## config.mk

```make
export PLATFORM = sky130hd
export DESIGN_NAME = overwriting_event_trace_buffer_unit
export DESIGN_NICKNAME = d
export VERILOG_FILES = /design/src/hw/rtl/otb_pkg.sv /design/src/hw/rtl/otb_front.sv /design/src/hw/rtl/otb_queue.sv /design/src/hw/rtl/otb_back.sv /design/src/hw/rtl/overwriting_event_trace_buffer_unit.sv
export SDC_FILE = /design/constraint.sdc
export NUM_CORES = 2
export LEC_CHECK = 0
export BUFFER_PORTS_ARGS = -buffer_cell sky130_fd_sc_hd__clkbuf_2
export CORE_UTILIZATION = 45
export DETAILED_ROUTE_END_ITERATION = 10
export SLEW_MARGIN = 20
export SYNTH_ARGS = -nofsm -noshare
export SYNTH_HDL_FRONTEND = slang
export SYNTH_SLANG_ARGS = --single-unit
```

## constraint.sdc

```tcl
create_clock -name clk -period 4.4 [get_ports clk]
set_clock_uncertainty 0.15 [all_clocks]
set_input_delay 0.66 -clock clk [delete_from_list [all_inputs] [get_ports clk]]
set_output_delay 0.66 -clock clk [all_outputs]
set_load 0.03 [all_outputs]
```

## src/hw/rtl/otb_pkg.sv

```systemverilog
// Shared types and constants for the overwriting event trace buffer.
`default_nettype none

package otb_pkg;

    // Fixed field widths of one event and of the header counts
    localparam int TIME_W  = 16;
    localparam int SRC_W   = 4;
    localparam int CODE_W  = 8;
    localparam int ARG_W   = 16;
    localparam int COUNT_W = 6;
    localparam int DROP_W  = 32;

    // Command codes on the input channel
    localparam logic CMD_RECORD = 1'b0;
    localparam logic CMD_DUMP   = 1'b1;

    // Result kinds on the output channel
    localparam logic KIND_HEADER = 1'b0;
    localparam logic KIND_ENTRY  = 1'b1;

    // Depth of the queue between front and back
    localparam int QUEUE_DEPTH = 2;
    localparam int QPTR_W      = $clog2(QUEUE_DEPTH);
    localparam int QCNT_W      = $clog2(QUEUE_DEPTH + 1);

    // One stored trace entry
    typedef struct packed {
        logic [TIME_W-1:0]        time_ms;
        logic [SRC_W-1:0]         source;
        logic [CODE_W-1:0]        code;
        logic signed [ARG_W-1:0]  a;
        logic signed [ARG_W-1:0]  b;
    } entry_t;

    // One classified command waiting for the back end
    typedef struct packed {
        logic   is_dump;
        entry_t ev;
    } item_t;

endpackage

`default_nettype wire

```

## src/hw/rtl/otb_front.sv

```systemverilog
// Front end: accepts command beats, drops records with a bad source, queues the rest.
`default_nettype none

module otb_front #(
    parameter int SOURCE_COUNT = 6
) (
    input  wire logic                        in_valid,
    output logic                             in_stall,
    input  wire logic                        command,
    input  wire logic [otb_pkg::TIME_W-1:0]  time_ms,
    input  wire logic [otb_pkg::SRC_W-1:0]   source,
    input  wire logic [otb_pkg::CODE_W-1:0]  event_code,
    input  wire logic signed [otb_pkg::ARG_W-1:0] value_a,
    input  wire logic signed [otb_pkg::ARG_W-1:0] value_b,
    input  wire logic                        q_full,
    output logic                             q_push,
    output otb_pkg::item_t                   q_item
);
    import otb_pkg::*;

    logic src_ok;
    logic is_dump;

    // Classify the beat
    assign is_dump = (command == CMD_DUMP);
    assign src_ok  = ({1'b0, source} < (SRC_W + 1)'(SOURCE_COUNT));

    // Hold the input while the queue is full
    assign in_stall = q_full;

    // Push dumps and valid records, drop the rest
    assign q_push = in_valid && !q_full && (is_dump || src_ok);

    always_comb
    begin
        q_item.is_dump    = is_dump;
        q_item.ev.time_ms = time_ms;
        q_item.ev.source  = source;
        q_item.ev.code    = event_code;
        q_item.ev.a       = value_a;
        q_item.ev.b       = value_b;
    end

endmodule

`default_nettype wire

```

## src/hw/rtl/otb_queue.sv

```systemverilog
// Short FIFO that decouples the front end from the back end.
`default_nettype none

module otb_queue (
    input  wire logic           clk,
    input  wire logic           rst_n,
    input  wire logic           push,
    input  wire otb_pkg::item_t push_item,
    output logic                full,
    input  wire logic           pop,
    output otb_pkg::item_t      head_item,
    output logic                empty
);
    import otb_pkg::*;

    item_t              slot_reg [QUEUE_DEPTH];
    logic [QPTR_W-1:0]  wr_ptr_reg, wr_ptr_next;
    logic [QPTR_W-1:0]  rd_ptr_reg, rd_ptr_next;
    logic [QCNT_W-1:0]  count_reg, count_next;

    assign full      = (count_reg == QCNT_W'(QUEUE_DEPTH));
    assign empty     = (count_reg == '0);
    assign head_item = slot_reg[rd_ptr_reg];

    // Advance pointers and occupancy
    always_comb
    begin
        wr_ptr_next = wr_ptr_reg;
        rd_ptr_next = rd_ptr_reg;
        count_next  = count_reg;
        if (push)
        begin
            wr_ptr_next = (wr_ptr_reg == QPTR_W'(QUEUE_DEPTH - 1)) ? '0 : wr_ptr_reg + 1'b1;
        end
        if (pop)
        begin
            rd_ptr_next = (rd_ptr_reg == QPTR_W'(QUEUE_DEPTH - 1)) ? '0 : rd_ptr_reg + 1'b1;
        end
        if (push && !pop)
        begin
            count_next = count_reg + 1'b1;
        end
        else if (!push && pop)
        begin
            count_next = count_reg - 1'b1;
        end
    end

    always_ff @(posedge clk or negedge rst_n)
    begin
        if (!rst_n)
        begin
            wr_ptr_reg <= '0;
            rd_ptr_reg <= '0;
            count_reg  <= '0;
        end
        else
        begin
            wr_ptr_reg <= wr_ptr_next;
            rd_ptr_reg <= rd_ptr_next;
            count_reg  <= count_next;
        end
    end

    // Store the pushed item
    always_ff @(posedge clk)
    begin
        if (push)
        begin
            slot_reg[wr_ptr_reg] <= push_item;
        end
    end

endmodule

`default_nettype wire

```

## src/hw/rtl/otb_back.sv

```systemverilog
// Back end: ring memory, head/fill/dropped counters, dump sequencer and output register.
`default_nettype none

module otb_back #(
    parameter int DEPTH = 32
) (
    input  wire logic                         clk,
    input  wire logic                         rst_n,
    input  wire otb_pkg::item_t               q_item,
    input  wire logic                         q_empty,
    output logic                              q_pop,
    output logic                              out_valid,
    input  wire logic                         out_stall,
    output logic                              kind,
    output logic [otb_pkg::COUNT_W-1:0]       entry_count,
    output logic [otb_pkg::DROP_W-1:0]        dropped_count,
    output logic [otb_pkg::TIME_W-1:0]        out_time_ms,
    output logic [otb_pkg::SRC_W-1:0]         out_source,
    output logic [otb_pkg::CODE_W-1:0]        out_code,
    output logic signed [otb_pkg::ARG_W-1:0]  out_a,
    output logic signed [otb_pkg::ARG_W-1:0]  out_b,
    output logic                              last
);
    import otb_pkg::*;

    localparam int IDX_W = $clog2(DEPTH);
    localparam int CNT_W = $clog2(DEPTH + 1);

    localparam logic [1:0] S_IDLE = 2'd0;
    localparam logic [1:0] S_READ = 2'd1;
    localparam logic [1:0] S_EMIT = 2'd2;

    // Ring storage
    entry_t mem [DEPTH];
    entry_t rdata_reg;

    logic [1:0]         state_reg, state_next;
    logic [IDX_W-1:0]   head_reg, head_next;
    logic [CNT_W-1:0]   fill_reg, fill_next;
    logic [DROP_W-1:0]  dropped_reg, dropped_next;
    logic [IDX_W-1:0]   rd_ptr_reg, rd_ptr_next;
    logic [CNT_W-1:0]   remain_reg, remain_next;
    logic               out_valid_reg, out_valid_next;

    logic               kind_reg, kind_next;
    logic [COUNT_W-1:0] entry_count_reg, entry_count_next;
    logic [DROP_W-1:0]  dropped_count_reg, dropped_count_next;
    entry_t             out_ev_reg, out_ev_next;
    logic               last_reg, last_next;

    logic               wr_en;
    logic               rd_en;
    logic               out_free;
    logic [CNT_W:0]     oldest_sum;
    logic [IDX_W-1:0]   oldest;

    assign out_free = !out_valid_reg || !out_stall;

    // Oldest slot: head minus fill, modulo the depth
    assign oldest_sum = (CNT_W + 1)'(head_reg) + (CNT_W + 1)'(DEPTH) - (CNT_W + 1)'(fill_reg);
    assign oldest     = (oldest_sum >= (CNT_W + 1)'(DEPTH))
                        ? IDX_W'(oldest_sum - (CNT_W + 1)'(DEPTH))
                        : IDX_W'(oldest_sum);

    // Sequence records and dumps
    always_comb
    begin
        state_next         = state_reg;
        head_next          = head_reg;
        fill_next          = fill_reg;
        dropped_next       = dropped_reg;
        rd_ptr_next        = rd_ptr_reg;
        remain_next        = remain_reg;
        out_valid_next     = out_valid_reg && out_stall;
        kind_next          = kind_reg;
        entry_count_next   = entry_count_reg;
        dropped_count_next = dropped_count_reg;
        out_ev_next        = out_ev_reg;
        last_next          = last_reg;
        q_pop              = 1'b0;
        wr_en              = 1'b0;
        rd_en              = 1'b0;

        case (state_reg)
            S_IDLE:
            begin
                if (!q_empty && !q_item.is_dump)
                begin
                    // Record: write at head, advance, count or drop
                    q_pop     = 1'b1;
                    wr_en     = 1'b1;
                    head_next = (head_reg == IDX_W'(DEPTH - 1)) ? '0 : head_reg + 1'b1;
                    if (fill_reg != CNT_W'(DEPTH))
                    begin
                        fill_next = fill_reg + 1'b1;
                    end
                    else if (dropped_reg != '1)
                    begin
                        dropped_next = dropped_reg + 1'b1;
                    end
                end
                else if (!q_empty && out_free)
                begin
                    // Dump: emit header, latch walk, clear counters
                    q_pop              = 1'b1;
                    out_valid_next     = 1'b1;
                    kind_next          = KIND_HEADER;
                    entry_count_next   = COUNT_W'(fill_reg);
                    dropped_count_next = dropped_reg;
                    out_ev_next        = '0;
                    last_next          = (fill_reg == '0);
                    rd_ptr_next        = oldest;
                    remain_next        = fill_reg;
                    head_next          = '0;
                    fill_next          = '0;
                    dropped_next       = '0;
                    if (fill_reg != '0)
                    begin
                        state_next = S_READ;
                    end
                end
            end
            S_READ:
            begin
                rd_en      = 1'b1;
                state_next = S_EMIT;
            end
            S_EMIT:
            begin
                if (out_free)
                begin
                    // Emit one stored entry, oldest first
                    out_valid_next     = 1'b1;
                    kind_next          = KIND_ENTRY;
                    entry_count_next   = '0;
                    dropped_count_next = '0;
                    out_ev_next        = rdata_reg;
                    last_next          = (remain_reg == CNT_W'(1));
                    rd_ptr_next = (rd_ptr_reg == IDX_W'(DEPTH - 1)) ? '0 : rd_ptr_reg + 1'b1;
                    remain_next = remain_reg - 1'b1;
                    state_next  = (remain_reg == CNT_W'(1)) ? S_IDLE : S_READ;
                end
            end
            default:
            begin
                state_next = S_IDLE;
            end
        endcase
    end

    // Control state
    always_ff @(posedge clk or negedge rst_n)
    begin
        if (!rst_n)
        begin
            state_reg     <= S_IDLE;
            head_reg      <= '0;
            fill_reg      <= '0;
            dropped_reg   <= '0;
            rd_ptr_reg    <= '0;
            remain_reg    <= '0;
            out_valid_reg <= 1'b0;
        end
        else
        begin
            state_reg     <= state_next;
            head_reg      <= head_next;
            fill_reg      <= fill_next;
            dropped_reg   <= dropped_next;
            rd_ptr_reg    <= rd_ptr_next;
            remain_reg    <= remain_next;
            out_valid_reg <= out_valid_next;
        end
    end

    // Output payload
    always_ff @(posedge clk)
    begin
        kind_reg          <= kind_next;
        entry_count_reg   <= entry_count_next;
        dropped_count_reg <= dropped_count_next;
        out_ev_reg        <= out_ev_next;
        last_reg          <= last_next;
    end

    // Ring write and registered read
    always_ff @(posedge clk)
    begin
        if (wr_en)
        begin
            mem[head_reg] <= q_item.ev;
        end
        if (rd_en)
        begin
            rdata_reg <= mem[rd_ptr_reg];
        end
    end

    assign out_valid     = out_valid_reg;
    assign kind          = kind_reg;
    assign entry_count   = entry_count_reg;
    assign dropped_count = dropped_count_reg;
    assign out_time_ms   = out_ev_reg.time_ms;
    assign out_source    = out_ev_reg.source;
    assign out_code      = out_ev_reg.code;
    assign out_a         = out_ev_reg.a;
    assign out_b         = out_ev_reg.b;
    assign last          = last_reg;

endmodule

`default_nettype wire

```

## src/hw/rtl/overwriting_event_trace_buffer_unit.sv

```systemverilog
// Top level of the overwriting event trace buffer: front end, queue and back end.
// Records: one beat per cycle sustained while no dump is in progress; the back end then
//   writes one entry per cycle through the single ring write port, taking each beat from the queue.
// Dump: the header is loaded into the output register as the back end takes the command,
//   then each stored entry passes a registered ring read (S_READ), then an output load (S_EMIT).
// Reset: rst_n clears head, fill, dropped, queue and sequencer at once; ring
//   contents are not cleared, since a dump reads only entries written since.
`default_nettype none

module overwriting_event_trace_buffer_unit #(
    parameter int DEPTH        = 32,
    parameter int SOURCE_COUNT = 6
) (
    input  wire logic                              clk,
    input  wire logic                              rst_n,
    input  wire logic                              in_valid,
    output logic                                   in_stall,
    input  wire logic                              command,
    input  wire logic [otb_pkg::TIME_W-1:0]        time_ms,
    input  wire logic [otb_pkg::SRC_W-1:0]         source,
    input  wire logic [otb_pkg::CODE_W-1:0]        event_code,
    input  wire logic signed [otb_pkg::ARG_W-1:0]  value_a,
    input  wire logic signed [otb_pkg::ARG_W-1:0]  value_b,
    output logic                                   out_valid,
    input  wire logic                              out_stall,
    output logic                                   kind,
    output logic [otb_pkg::COUNT_W-1:0]            entry_count,
    output logic [otb_pkg::DROP_W-1:0]             dropped_count,
    output logic [otb_pkg::TIME_W-1:0]             out_time_ms,
    output logic [otb_pkg::SRC_W-1:0]              out_source,
    output logic [otb_pkg::CODE_W-1:0]             out_code,
    output logic signed [otb_pkg::ARG_W-1:0]       out_a,
    output logic signed [otb_pkg::ARG_W-1:0]       out_b,
    output logic                                   last
);
    import otb_pkg::*;

    logic  q_push;
    logic  q_full;
    logic  q_pop;
    logic  q_empty;
    item_t push_item;
    item_t head_item;

    otb_front #(
        .SOURCE_COUNT (SOURCE_COUNT)
    ) u_front (
        .in_valid   (in_valid),
        .in_stall   (in_stall),
        .command    (command),
        .time_ms    (time_ms),
        .source     (source),
        .event_code (event_code),
        .value_a    (value_a),
        .value_b    (value_b),
        .q_full     (q_full),
        .q_push     (q_push),
        .q_item     (push_item)
    );

    otb_queue u_queue (
        .clk       (clk),
        .rst_n     (rst_n),
        .push      (q_push),
        .push_item (push_item),
        .full      (q_full),
        .pop       (q_pop),
        .head_item (head_item),
        .empty     (q_empty)
    );

    otb_back #(
        .DEPTH (DEPTH)
    ) u_back (
        .clk           (clk),
        .rst_n         (rst_n),
        .q_item        (head_item),
        .q_empty       (q_empty),
        .q_pop         (q_pop),
        .out_valid     (out_valid),
        .out_stall     (out_stall),
        .kind          (kind),
        .entry_count   (entry_count),
        .dropped_count (dropped_count),
        .out_time_ms   (out_time_ms),
        .out_source    (out_source),
        .out_code      (out_code),
        .out_a         (out_a),
        .out_b         (out_b),
        .last          (last)
    );

endmodule

`default_nettype wire

```

==> out/results.tsv <==
metric	value	unit
status	completed	
cts_resized	0	
num_vias	40400	
cts.clk_slew.worst_paths	0.06	ns
setup_tns	0	ns
reg2reg_depth	5	
crit_arrival	3.81	ns
io_buffers	166	
ys_seq_area_frac	0.782	
drt_wl_total	206000	um
cts_buffer_depth	3	
synth_most_common_cell	edfxtp_1	
vias_per_cell	5.83	
synthSimpleGateAreaFrac	0.0188	
synth-async-reset-ratio	0.0270	
topRoutingLayerUsed	met4	
synth-seq-cells	2263	
synth_cells	3842	
worst_slew_pin_slew	1.09	ns
synth.area.top_cells	edfxtp_1, mux4_2, mux2i_1	
drtIter0Drc	3735	
fmax	293	MHz
routed-wl-met3	12100	um
slew_violations	0	
power.density	643	mW/mm^2
syn_nets	3925	
met1Wirelength	85700	um
place.gp.congestion	0.750	
post-route-period-util	0.776	
cts-root-buf	clkbuf_16	
synth_xor_area_frac	0.00122	
fillers	14800	
numCtsBuffers	221	
synth_flop_cell	edfxtp_1	
grt_pass1_vias	41400	
synth_compound_area_frac	0.0218	
placementRows	160	
synth_warnings	0	
crit_path_max_fanout	19	
fp.coreArea	0.191	sq mm
drv_cap	0	
hp-class	in2reg	
grt_max_degree	81	
yosysTopAreaCellShare	0.765	
setup_viol	0	
finalHoldViolations	0	
route.met2.wl	103000	um
crit_path_start_kind	flop	
relSlewSlack	0.275	
required	4.80	ns
dp.final_hpwl	108000	um
netlist-cell-type-count	68	
synth_top_family_by_area	multiplexers	
ir_drop	0.000389	V
synth_area_leader_cell	edfxtp_1	
io_pins	167	
synthTopCellsByCount	edfxtp_1, mux4_2, mux2i_1, and2_1, clkbuf_1	
clock-sinks	2263	
synth_fa_ha_area_frac	0.00269	
finalCriticalPeriod	3.42	ns
synthMuxAreaShare	0.161	
drc	0	
avgSynthCellArea	22.5	sq um
antenna_found_initial	1	
area.growth.synth_to_final	15.1	%
clock_latency	0.85	ns
grt_pass1_wl	296000	um
grt_overflow	0	
syn_area	0.0865	sq mm
antenna_left	0	
start_util	0.454	
end_kind	flop	
worst-setup-path-type	reg2reg	
htreeDepth	4	
synth_edf_count	2202	
power_leakage	31.7	nW
grt_setup_unrepaired	false	
die_h	440	um
layout-drive-gt1-share	0.277	
die_area	0.194	sq mm
hold-path-cell-count	3	
die_w	440	um
cts_tree	built	
largest_reg_flops	1920	
first_pass_iters	5	
wl_per_cell	29.7	um
final_util	0.522	
grt_usage	0.214	
nets	4318	
-- cells by family (layout without fill, tap and decap cells) --
family,after synthesis,count (layout)
compound gates,253,253
xor+xnor,12,12
fa+ha+maj,18,18
buf+inv,221,795
flops,2263,2263
mux,783,783
other cells,0,4
simple gates,292,292
-- worst max-delay path: stages, from the launching register on --
cell,delay (ns)
dfrtp_1,0.44
or2_0,0.29
and3_1,0.47
nand2_1,0.55
nor2_4,0.91
buf_12,0.28
-- power by group --
group / switching (mW) / total (mW) / internal [mW]
clock: 7.95 / 18.8 / 10.9
sequential: 0.761 / 28.4 / 27.6
combinational: 10.2 / 16.8 / 6.62
-- final timing paths --
kind,start,endpoint,slack [ns]
hold reg to reg,u_back.remain_reg[1],u_back.remain_reg[1],0.36
setup reg to reg,u_queue.count_reg[0],u_back.mem[9][20],0.98
setup / recovery,u_queue.count_reg[0],u_back.mem[9][20],0.98
max in group asynchronous,rst_n,u_back.dropped_reg[23],3.03
min in group asynchronous,rst_n,u_back.dropped_reg[12],0.26
hold / removal,out_stall,u_back.state_reg[1],0.08
-- placed cells by master, fill, tap and decap left out, types with 36 or more instances in the layout --
cell type and n:
mux4_2 480, clkbuf_1 43, clkbuf_16 226, buf_12 64, dlygate4sd3_1 63, clkinv_2 36
a22o_1 63, nand2_1 40, edfxtp_1 2202, mux2i_1 240, clkbuf_2 166, mux2_2 62
clkinv_1 53, and2_1 96, buf_4 82, a221oi_1 60, dfrtp_1 57
-- per-layer routing --
metal | up-vias | track usage
li1 | 17000 | -
met1 | 21900 | 0.294
met2 | 1283 | 0.356
met3 | 265 | 0.0362
met4 | 0 | 0.0562
met5 | - | 0
-- per-stage QoR --
| step | cells | total power [mW] | setup slack [ns] | hold WS, ns | instance area [sq um] |
|---|---|---|---|---|---|
| global placement | 6459 | 45.8 | 0.987 | 0.335 | 91700 |
| global route | 6927 | 66.6 | 0.793 | 0.0612 | 99500 |
| floorplan | 3842 | 40.1 | 0.0163 | 0.214 | 86500 |
| CTS | 6927 | 64.8 | 0.968 | 0.000510 | 99500 |
| finish | 6931 | 64.0 | 0.984 | 0.0787 | 99500 |
| detailed placement | 6460 | 46.0 | 1.00 | 0.351 | 91700 |
-- what timing repair did --
action | 4_1_cts | 5_1_grt
setup buffers | 0 | 0
hold buffers | 63 | 0
hold endpoints to repair | 148 | 0
-- cell type report --
| type | instances | area (sq um) | share of cell area |
|---|---|---|---|
| sequential | 2263 | 67700 | 0.680 |
| multi-input combinational | 1358 | 18100 | 0.181 |
| clock buffer | 274 | 5890 | 0.0591 |
| timing repair buffer | 376 | 3390 | 0.0340 |
| tap | 2511 | 3140 | 0.0316 |
| clock inverter | 130 | 1330 | 0.0133 |
| inverter | 15 | 62.6 | 0.000629 |
| antenna | 4 | 10.0 | 0.000101 |
Power figures use the tool's default switching activity.
